### src/hw/rtl/apr_pkg.sv
// Shared types and constants for the aging page replacement block.
`timescale 1ns / 1ps

package apr_pkg;

	// Parameter defaults
	localparam int FRAMES_DEF      = 16;
	localparam int MAX_HISTORY_DEF = 8;
	localparam int ADDR_WIDTH_DEF  = 32;

	// Widths that hold any legal parameter value
	localparam int IDX_MAX_W  = 6;   // frame index, up to 64 frames
	localparam int OCC_MAX_W  = 7;   // fill level, up to 64
	localparam int HIST_MAX_W = 16;  // history register
	localparam int ADDR_MAX_W = 64;  // page number

	// Configuration registers
	localparam int CFG_DATA_W  = 16;
	localparam int CFG_INDEX_W = 2;
	localparam int FC_W        = 5;
	localparam int HB_W        = 4;
	localparam int SI_W        = 16;
	localparam int PS_W        = 5;

	localparam logic [FC_W-1:0] FC_RESET = 5'd16;
	localparam logic [HB_W-1:0] HB_RESET = 4'd8;
	localparam logic [SI_W-1:0] SI_RESET = 16'd100;
	localparam logic [PS_W-1:0] PS_RESET = 5'd12;

	localparam int SLOT_W  = 4;
	localparam int COUNT_W = 32;

	typedef enum logic [CFG_INDEX_W-1:0] {
		REG_FRAME_COUNT,
		REG_HISTORY_BITS,
		REG_SHIFT_INTERVAL,
		REG_PAGE_SHIFT
	} reg_idx_t;

	typedef enum logic [1:0] {
		CMD_HIT,
		CMD_FILL,
		CMD_EVICT
	} cmd_kind_t;

	typedef enum logic {
		ST_IDLE,
		ST_WALK
	} state_t;

	// Lookup token walking down the frame chain
	typedef struct packed {
		logic                  valid;
		logic                  shift;
		logic [HIST_MAX_W-1:0] hmask;
		logic [OCC_MAX_W-1:0]  occ;
		logic [ADDR_MAX_W-1:0] page;
		logic                  hit;
		logic [IDX_MAX_W-1:0]  hit_idx;
		logic                  found;
		logic [HIST_MAX_W-1:0] best_hist;
		logic [IDX_MAX_W-1:0]  best_rank;
		logic [IDX_MAX_W-1:0]  best_idx;
		logic                  best_dirty;
	} token_t;

	// Update broadcast to every frame cell
	typedef struct packed {
		logic                  valid;
		cmd_kind_t             kind;
		logic [IDX_MAX_W-1:0]  slot;
		logic [ADDR_MAX_W-1:0] page;
		logic                  wr;
		logic [IDX_MAX_W-1:0]  new_rank;
		logic [IDX_MAX_W-1:0]  old_rank;
		logic [HIST_MAX_W-1:0] hmask;
		logic [HIST_MAX_W-1:0] msb;
	} cmd_t;

endpackage

### src/hw/rtl/apr_cell.sv
// One frame of the table: page, history, dirty mark and load rank, plus one chain stage.
`timescale 1ns / 1ps

module apr_cell #(
	parameter int IDX         = 0,
	parameter int FRAMES      = 16,
	parameter int MAX_HISTORY = 8,
	parameter int ADDR_WIDTH  = 32
) (
	input  logic            clk,
	input  logic            arst_n,
	input  apr_pkg::token_t token_i,
	input  apr_pkg::cmd_t   cmd_i,
	output apr_pkg::token_t token_o
);
	import apr_pkg::*;

	localparam int SW = (FRAMES > 1) ? $clog2(FRAMES) : 1;
	localparam logic [OCC_MAX_W-1:0] IDX_OCC = OCC_MAX_W'(IDX);
	localparam logic [IDX_MAX_W-1:0] IDX_ID  = IDX_MAX_W'(IDX);

	logic [ADDR_WIDTH-1:0]  page_q;
	logic [MAX_HISTORY-1:0] hist_q;
	logic                   dirty_q;
	logic [SW-1:0]          rank_q;

	logic                   active;
	logic [MAX_HISTORY-1:0] hmask;
	logic [MAX_HISTORY-1:0] hist_sh;
	logic [MAX_HISTORY-1:0] hist_m;
	logic [MAX_HISTORY-1:0] best_h;
	logic [SW-1:0]          best_r;
	logic                   match;
	logic                   take;
	logic                   sel;
	logic [MAX_HISTORY-1:0] cmd_hmask;
	logic [MAX_HISTORY-1:0] cmd_msb;
	token_t                 token_n;

	always_comb begin
		active  = IDX_OCC < token_i.occ;
		hmask   = token_i.hmask[MAX_HISTORY-1:0];
		hist_sh = token_i.shift ? ((hist_q & hmask) >> 1) : hist_q;
		hist_m  = hist_sh & hmask;
		best_h  = token_i.best_hist[MAX_HISTORY-1:0];
		best_r  = token_i.best_rank[SW-1:0];
		match   = active && (page_q == token_i.page[ADDR_WIDTH-1:0]);
		take    = active && (!token_i.found || (hist_m < best_h) ||
			((hist_m == best_h) && (rank_q < best_r)));
		token_n = token_i;
		if (match && !token_i.hit) begin
			token_n.hit     = 1'b1;
			token_n.hit_idx = IDX_ID;
		end
		if (take) begin
			token_n.found      = 1'b1;
			token_n.best_hist  = HIST_MAX_W'(hist_m);
			token_n.best_rank  = IDX_MAX_W'(rank_q);
			token_n.best_idx   = IDX_ID;
			token_n.best_dirty = dirty_q;
		end
	end

	always_comb begin
		sel       = cmd_i.slot == IDX_ID;
		cmd_hmask = cmd_i.hmask[MAX_HISTORY-1:0];
		cmd_msb   = cmd_i.msb[MAX_HISTORY-1:0];
	end

	always_ff @(posedge clk or negedge arst_n) begin
		if (!arst_n) begin
			token_o <= '0;
		end else begin
			token_o <= token_n;
		end
	end

	always_ff @(posedge clk) begin
		if (token_i.valid && token_i.shift && active) begin
			hist_q <= hist_sh;
		end else if (cmd_i.valid) begin
			case (cmd_i.kind)
				CMD_HIT: begin
					if (sel) begin
						hist_q <= (hist_q & cmd_hmask) | cmd_msb;
						if (cmd_i.wr) dirty_q <= 1'b1;
					end
				end
				CMD_FILL: begin
					if (sel) begin
						page_q  <= cmd_i.page[ADDR_WIDTH-1:0];
						hist_q  <= cmd_msb;
						dirty_q <= cmd_i.wr;
						rank_q  <= cmd_i.new_rank[SW-1:0];
					end
				end
				CMD_EVICT: begin
					if (sel) begin
						page_q  <= cmd_i.page[ADDR_WIDTH-1:0];
						hist_q  <= cmd_msb;
						dirty_q <= cmd_i.wr;
						rank_q  <= cmd_i.new_rank[SW-1:0];
					end else if (rank_q > cmd_i.old_rank[SW-1:0]) begin
						// frames loaded after the victim move up one place
						rank_q <= rank_q - SW'(1);
					end
				end
				default: begin
				end
			endcase
		end
	end

endmodule

### src/hw/rtl/aging_page_replacement.sv
// Top level of the aging page replacement block: control, counters and the frame chain.
`timescale 1ns / 1ps

// An access is taken when start is high and busy is low. Its lookup token then
// walks the chain of frame cells, one cell per cycle, collecting the tag match
// and the oldest frame; the last cell's output is decoded into the result, which
// is registered and shows on the result ports for one cycle with done high and
// must be taken then. The block stays busy, and takes no new access, until the
// token has left the end of the cell chain. Configuration writes are taken at
// any edge where cfg_write is high and belong to idle time.

module aging_page_replacement #(
	parameter int FRAMES      = apr_pkg::FRAMES_DEF,
	parameter int MAX_HISTORY = apr_pkg::MAX_HISTORY_DEF,
	parameter int ADDR_WIDTH  = apr_pkg::ADDR_WIDTH_DEF
) (
	input  logic                            clk,
	input  logic                            arst_n,
	input  logic                            start,
	output logic                            busy,
	input  logic [ADDR_WIDTH-1:0]           address,
	input  logic                            is_write,
	output logic                            done,
	output logic                            hit,
	output logic                            fault,
	output logic                            writeback,
	output logic [apr_pkg::SLOT_W-1:0]      slot,
	output logic [apr_pkg::COUNT_W-1:0]     access_total,
	output logic [apr_pkg::COUNT_W-1:0]     fault_total,
	output logic [apr_pkg::COUNT_W-1:0]     writeback_total,
	input  logic                            cfg_write,
	input  logic [apr_pkg::CFG_INDEX_W-1:0] cfg_index,
	input  logic [apr_pkg::CFG_DATA_W-1:0]  cfg_data
);
	import apr_pkg::*;

	localparam int SW = (FRAMES > 1) ? $clog2(FRAMES) : 1;
	localparam int OW = $clog2(FRAMES + 1);
	localparam int CW = (OW > FC_W) ? OW : FC_W;
	localparam logic [CW-1:0] FRAMES_CW = CW'(FRAMES);
	localparam logic [4:0]    MAXH      = 5'(MAX_HISTORY);

	logic [FC_W-1:0] frame_count_q;
	logic [HB_W-1:0] history_bits_q;
	logic [SI_W-1:0] shift_interval_q;
	logic [PS_W-1:0] page_shift_q;

	state_t state_q, state_n;
	logic [SI_W-1:0]    phase_q;
	logic [OW-1:0]      occ_q;
	logic [COUNT_W-1:0] acc_q, flt_q, wbk_q;
	token_t             token_q;
	cmd_t               cmd_q;
	token_t             chain [FRAMES+1];

	logic                   launch;
	logic                   finish;
	logic [SI_W-1:0]        ivl;
	logic [SI_W-1:0]        ph;
	logic [SI_W:0]          ph1;
	logic [SI_W-1:0]        phase_n;
	logic [4:0]             hb;
	logic [MAX_HISTORY-1:0] hmask_c;
	logic [MAX_HISTORY-1:0] msb_c;
	logic [CW-1:0]          fc_w, lim, occ_w;
	logic                   full;
	token_t                 tail;
	logic                   res_hit, res_wb;
	logic [SW-1:0]          res_slot;
	cmd_kind_t              res_kind;
	logic [IDX_MAX_W-1:0]   res_rank;
	logic [ADDR_WIDTH-1:0]  page_c;

	assign tail     = chain[FRAMES];
	assign chain[0] = token_q;

	// Next state
	always_comb begin
		state_n = state_q;
		case (state_q)
			ST_IDLE: if (start) state_n = ST_WALK;
			ST_WALK: if (tail.valid) state_n = ST_IDLE;
			default: state_n = ST_IDLE;
		endcase
	end

	// Control outputs
	always_comb begin
		busy   = 1'b0;
		finish = 1'b0;
		case (state_q)
			ST_IDLE: busy = 1'b0;
			ST_WALK: begin
				busy   = 1'b1;
				finish = tail.valid;
			end
			default: busy = 1'b1;
		endcase
	end

	assign launch = start && !busy;

	// Effective configuration
	always_comb begin
		ivl     = (shift_interval_q == '0) ? SI_W'(1) : shift_interval_q;
		ph      = (phase_q >= ivl) ? '0 : phase_q;
		ph1     = {1'b0, ph} + (SI_W+1)'(1);
		phase_n = (ph1 >= {1'b0, ivl}) ? '0 : ph1[SI_W-1:0];

		hb = {1'b0, history_bits_q};
		if (hb == 5'd0) hb = 5'd1;
		else if (hb > MAXH) hb = MAXH;
		hmask_c = ~({MAX_HISTORY{1'b1}} << hb);
		msb_c   = MAX_HISTORY'(1) << (hb - 5'd1);

		fc_w = CW'(frame_count_q);
		if (fc_w == '0) lim = CW'(1);
		else if (fc_w > FRAMES_CW) lim = FRAMES_CW;
		else lim = fc_w;
		occ_w = CW'(occ_q);
		full  = occ_w >= lim;

		page_c = address >> page_shift_q;
	end

	// Decision once the token leaves the chain
	always_comb begin
		res_hit  = tail.hit;
		res_wb   = 1'b0;
		res_slot = tail.hit_idx[SW-1:0];
		res_kind = CMD_HIT;
		res_rank = tail.best_rank;
		if (!tail.hit) begin
			if (!full) begin
				res_kind = CMD_FILL;
				res_slot = SW'(occ_q);
				res_rank = IDX_MAX_W'(occ_q);
			end else begin
				res_kind = CMD_EVICT;
				res_slot = tail.best_idx[SW-1:0];
				res_wb   = tail.best_dirty;
				res_rank = IDX_MAX_W'(occ_q - OW'(1));
			end
		end
	end

	always_ff @(posedge clk or negedge arst_n) begin
		if (!arst_n) begin
			frame_count_q    <= FC_RESET;
			history_bits_q   <= HB_RESET;
			shift_interval_q <= SI_RESET;
			page_shift_q     <= PS_RESET;
		end else if (cfg_write) begin
			case (reg_idx_t'(cfg_index))
				REG_FRAME_COUNT:    frame_count_q    <= cfg_data[FC_W-1:0];
				REG_HISTORY_BITS:   history_bits_q   <= cfg_data[HB_W-1:0];
				REG_SHIFT_INTERVAL: shift_interval_q <= cfg_data[SI_W-1:0];
				REG_PAGE_SHIFT:     page_shift_q     <= cfg_data[PS_W-1:0];
				default: begin
				end
			endcase
		end
	end

	always_ff @(posedge clk or negedge arst_n) begin
		if (!arst_n) begin
			state_q   <= ST_IDLE;
			phase_q   <= '0;
			occ_q     <= '0;
			acc_q     <= '0;
			flt_q     <= '0;
			wbk_q     <= '0;
			token_q   <= '0;
			cmd_q     <= '0;
			done      <= 1'b0;
			hit       <= 1'b0;
			fault     <= 1'b0;
			writeback <= 1'b0;
			slot      <= '0;
		end else begin
			state_q       <= state_n;
			token_q.valid <= launch;
			cmd_q.valid   <= finish;
			done          <= finish;
			if (launch) begin
				phase_q <= phase_n;
				if (acc_q != '1) acc_q <= acc_q + COUNT_W'(1);
				// token and command payload
				token_q.shift      <= ph == '0;
				token_q.hmask      <= HIST_MAX_W'(hmask_c);
				token_q.occ        <= OCC_MAX_W'(occ_q);
				token_q.page       <= ADDR_MAX_W'(page_c);
				token_q.hit        <= 1'b0;
				token_q.hit_idx    <= '0;
				token_q.found      <= 1'b0;
				token_q.best_hist  <= '0;
				token_q.best_rank  <= '0;
				token_q.best_idx   <= '0;
				token_q.best_dirty <= 1'b0;
				cmd_q.page         <= ADDR_MAX_W'(page_c);
				cmd_q.wr           <= is_write;
			end
			if (finish && !res_hit) begin
				if (flt_q != '1) flt_q <= flt_q + COUNT_W'(1);
				if (!full) occ_q <= occ_q + OW'(1);
				if (res_wb && (wbk_q != '1)) wbk_q <= wbk_q + COUNT_W'(1);
			end
			if (finish) begin
				cmd_q.kind     <= res_kind;
				cmd_q.slot     <= IDX_MAX_W'(res_slot);
				cmd_q.new_rank <= res_rank;
				cmd_q.old_rank <= tail.best_rank;
				cmd_q.hmask    <= HIST_MAX_W'(hmask_c);
				cmd_q.msb      <= HIST_MAX_W'(msb_c);
				hit            <= res_hit;
				fault          <= !res_hit;
				writeback      <= res_wb;
				slot           <= SLOT_W'(res_slot);
			end
		end
	end

	assign access_total    = acc_q;
	assign fault_total     = flt_q;
	assign writeback_total = wbk_q;

	for (genvar g = 0; g < FRAMES; g++) begin : g_cell
		apr_cell #(
			.IDX         (g),
			.FRAMES      (FRAMES),
			.MAX_HISTORY (MAX_HISTORY),
			.ADDR_WIDTH  (ADDR_WIDTH)
		) u_cell (
			.clk     (clk),
			.arst_n  (arst_n),
			.token_i (chain[g]),
			.cmd_i   (cmd_q),
			.token_o (chain[g+1])
		);
	end

	a_done_after_walk: assert property (@(posedge clk) disable iff (!arst_n)
		done |-> $past(state_q == ST_WALK))
		else $error("result strobe without a finished lookup");

	a_hit_xor_fault: assert property (@(posedge clk) disable iff (!arst_n)
		done |-> ((hit ^ fault) && !(writeback && hit)))
		else $error("inconsistent result flags");

	a_occ_bound: assert property (@(posedge clk) disable iff (!arst_n)
		CW'(occ_q) <= FRAMES_CW)
		else $error("fill level beyond frame count");

	a_one_in_flight: assert property (@(posedge clk) disable iff (!arst_n)
		launch |=> (busy && !tail.valid))
		else $error("access taken while another is in flight");

endmodule

### config.mk
export PLATFORM = sky130hd
export DESIGN_NAME = aging_page_replacement
export DESIGN_NICKNAME = d
export VERILOG_FILES = /design/src/hw/rtl/apr_pkg.sv /design/src/hw/rtl/apr_cell.sv /design/src/hw/rtl/aging_page_replacement.sv
export SDC_FILE = /design/constraint.sdc
export NUM_CORES = 2
export LEC_CHECK = 0
export ABC_AREA = 1
export BUFFER_PORTS_ARGS = -buffer_cell sky130_fd_sc_hd__buf_2
export CORE_UTILIZATION = 35
export DETAILED_ROUTE_END_ITERATION = 16
export GPL_ROUTABILITY_DRIVEN = 0
export HOLD_SLACK_MARGIN = 0.02
export SLEW_MARGIN = 20
export SYNTH_ARGS = -nofsm -noshare
export SYNTH_HDL_FRONTEND = slang
export SYNTH_SLANG_ARGS = --single-unit
### constraint.sdc
create_clock -name clk -period 13.25 [get_ports clk]
set_input_delay 1.325 -clock clk [delete_from_list [all_inputs] [get_ports clk]]
set_output_delay 1.325 -clock clk [all_outputs]
set_load 0.005 [all_outputs]
==> impl_results.md <==
- Syn_area_per_cell: 11.01 um^2
- Period utilization: 0.4098
- Synthesized instance count: 7,514
- Hold slack: 346.0 ps
- CTS resizes: 0
- Top Usage Layer GRT: met2
- Max-slew violations: 0
- Syn nets: 7,866
- Io pins: 160
- Full die area: 238,200 um^2
- Core Util, Final: 0.4014
- Layout cell share with drive strength beyond 1: 0.08987
- Die X: 488.1 um
- Critical path fanouts, max: 16
- Number of global-route vias before repair: 55,050
- Synth-to-layout area growth: 14.06%
- Register area: 53,190 um^2
- Pwr Density: 131.6 nW/um^2
- Reg-to-Reg End: phase_q[4]
- Largest area contributor in the synthesized netlist: dfrtp_1
- Detail Route Antenna Nets: 0
- Met3 Usage GRT: 0.02776
- TritonCTS Buffers: 195
- Main area contributors after synthesis: dfrtp_1, edfxtp_1, nand2_1, ha_1, inv_1
- Via count: 54,140
- Nets: 8,147
- Int Power: 9729 uW
- Gate power share: 0.025
- Req. time, crit path: 14,010 ps
- Worst Skew: 32.17 ps
- Drt pass-1 iters: 6
- Sequential power share: 0.512
- Min Tclk post-route: 5430 ps
- Initial antenna violation count: 22
- Crit end category: register
- Row cnt: 178
- Largest net degree at the start of global routing: 182
- Clock transition at the registers of the reported paths: 60 ps
- Ys flop type: dfrtp_1
- DRC Markers: 0
- Critical Path AT: 6190 ps
- Drt total wl: 210,500 um
- # port buffers: 159
- Peak VDD IR: 0.1130 mV
- Sink Count: 1,981
- Clock Latency Late Sink: 840 ps
- Yosys top cell area share: 0.3795
- Core box area: 235,000 um^2
- Post-Syn Area: 82,700 um^2
- Outcome: completed
- Hold_buf cts: 0
- Global routing met1 resource utilization: 0.2316
- Reg2reg start: shift_interval_q[8]
- Hold Violations, Final: 0
- RSZ-0062 raised after global routing: no
- Switching pwr: 2680 uW
- Rel. slew slack: 0.1888
- Met2 Track Usage GR: 0.2988
- Distinct cell type count after synthesis: 70
- FF-to-FF path depth: 32
- Startpoint types: register
- Clock Power Share: 0.463
- Crit-path max cell delay: 630 ps
- Count leader, synth: nand2_1
- Setup TNS: 0 ps
- EDFF count, synth: 720
- Fillcell total: 22,240
- Yosys reg bits: 1,981
- Clk buf depth: 3
- FF-to-FF setup slack: 7820 ps
- Worst slew pin tran: 1216 ps
- Sequential fraction of the synthesis area: 0.6431
- Vias/cell: 4.869
- Leakage: 0.04217 uW
- First-pass GRT wire length: 326,100 um
- Final Setup Violations: 0
- Ys async rst share: 0.6365
- Die height: 488.1 um
- Hpwl dp: 152,100 um
- Hold Path Origin: g_cell[12].u_cell.token_o[101]
- Global router's overall resource usage: 0.1781
- Crit path kind: register to register
- Avg WL per Cell: 18.93 um
- Switching part of the total power: 0.2160
- Hold Crit Class: register to register
- Max-Cap Viols: 0
- Critical Path Most Common Cell: nand2_1
- Clock Tree Root: clkbuf_16
- Worst Setup EP: phase_q[4]
- H-tree Lvls: 4
- Final global-route overflow total: 0
- Effective utilization at floorplan: 0.3520
- DRT iter0 DRCs: 4,133
- Slowest CP cell: nor4_1
- Area of the multi-input gates: 25,260 um^2
- Fmax: 184.2 MHz
- CTS tree: built
- Setup bufs post-CTS: 0
- Post-synth top cells: nand2_1, dfrtp_1, inv_1
- Critical Path Start: shift_interval_q[8]
- YS warnings: 0
-- cells by family (layout without fill, tap and decap cells) --
| group | Yosys count | in the layout | synth area share |
|---|---|---|---|
| other | 0 | 3 | 0 |
| adders and majority gates | 297 | 297 | 0.04494 |
| and+or+nand+nor | 2524 | 2524 | 0.1331 |
| AOI/OAI and AO/OA | 1060 | 1060 | 0.07179 |
| buffers and inverters | 1139 | 1592 | 0.05259 |
| xor gates and xnor gates | 505 | 505 | 0.05349 |
| muxes | 8 | 8 | 0.0009835 |
| DFF | 1981 | 1981 | 0.6431 |
-- state kept, by name, indices dropped and copies added, names as in the netlist, 4 cells and up --
signal                 count
g_cell.u_cell.dirty_q     16
fc_w                       5
g_cell.u_cell.hist_q     128
fault_total               32
g_cell.u_cell.token_o   1031
access_total              32
cmd_q                     64
history_bits_q             4
g_cell.u_cell.rank_q      64
phase_q                   16
occ_q                      5
page_shift_q               5
chain                     15
shift_interval_q          16
writeback_total           32
g_cell.u_cell.page_q     512
-- how the worst min path moves through the flow --
stage	to	depth (start not counted)
2_1_floorplan	g_cell[11].u_cell.token_o[101]	0
3_3_place_gp	g_cell[1].u_cell.token_o[101]	0
3_5_place_dp	g_cell[1].u_cell.token_o[101]	0
4_1_cts	g_cell[7].u_cell.token_o[103]	0
5_1_grt	g_cell[7].u_cell.token_o[101]	0
6_report	g_cell[13].u_cell.token_o[101]	0
-- power by group through the flow --
stage	sequential [uW]	combinational, uW	clock, uW
after floorplan	6460	167	0
final	6350	310	5750
after CTS	6350	314	5850
after detailed placement	6470	313	0
after global placement	6470	308	0
after global routing	6350	359	6100
-- metal layers --
metal	share of wire	wire (um)
met5	0.000038	8
met4	0.034	7237
met3	0.053	11250
met2	0.48	101600
met1	0.43	90350
-- critical path: cells and delay by family (launching register included) --
| family | cells | cell delay, ps |
|---|---|---|
| XOR/XNOR | 1 | 240 |
| flip-flops | 1 | 380 |
| adder cells (fa/ha/maj) | 3 | 790 |
| buffers and inverters | 2 | 160 |
| AO/OA/AOI/OAI | 2 | 760 |
| AND/OR/NAND/NOR | 24 | 2980 |
-- through the flow --
step	power (uW)	std cells	area [um^2]	worst slack, ps
detailed placement	6784	10750	87560	7947
global route	12810	11120	94310	7354
floorplan	6629	7514	82700	8415
global placement	6778	10750	87560	7925
CTS	12520	11120	94310	7861
finish	12410	11120	94320	7820
-- area by class of cell --
| cell class | instances | share of cell area |
|---|---|---|
| antenna | 3 | 0.00007959 |
| clock buffer | 275 | 0.05955 |
| clock inverter | 94 | 0.01198 |
| inverter | 978 | 0.03893 |
| multi-input combinational | 4394 | 0.2678 |
| sequential | 1981 | 0.5639 |
| tap | 3150 | 0.04179 |
| timing repair buffer | 245 | 0.01597 |
-- layout by cell type (no fill, tap or decap), types with 200 or more instances in the layout --
master and n:
edfxtp_1 720, ha_1 297, xnor2_1 225, clkbuf_16 200
nand2_1 1272, o21ai_0 624, nor2_1 465, xor2_1 280
dfrtp_1 1251, nand3_1 331, inv_1 963
No activity file was read; power rests on OpenSTA's default activity.
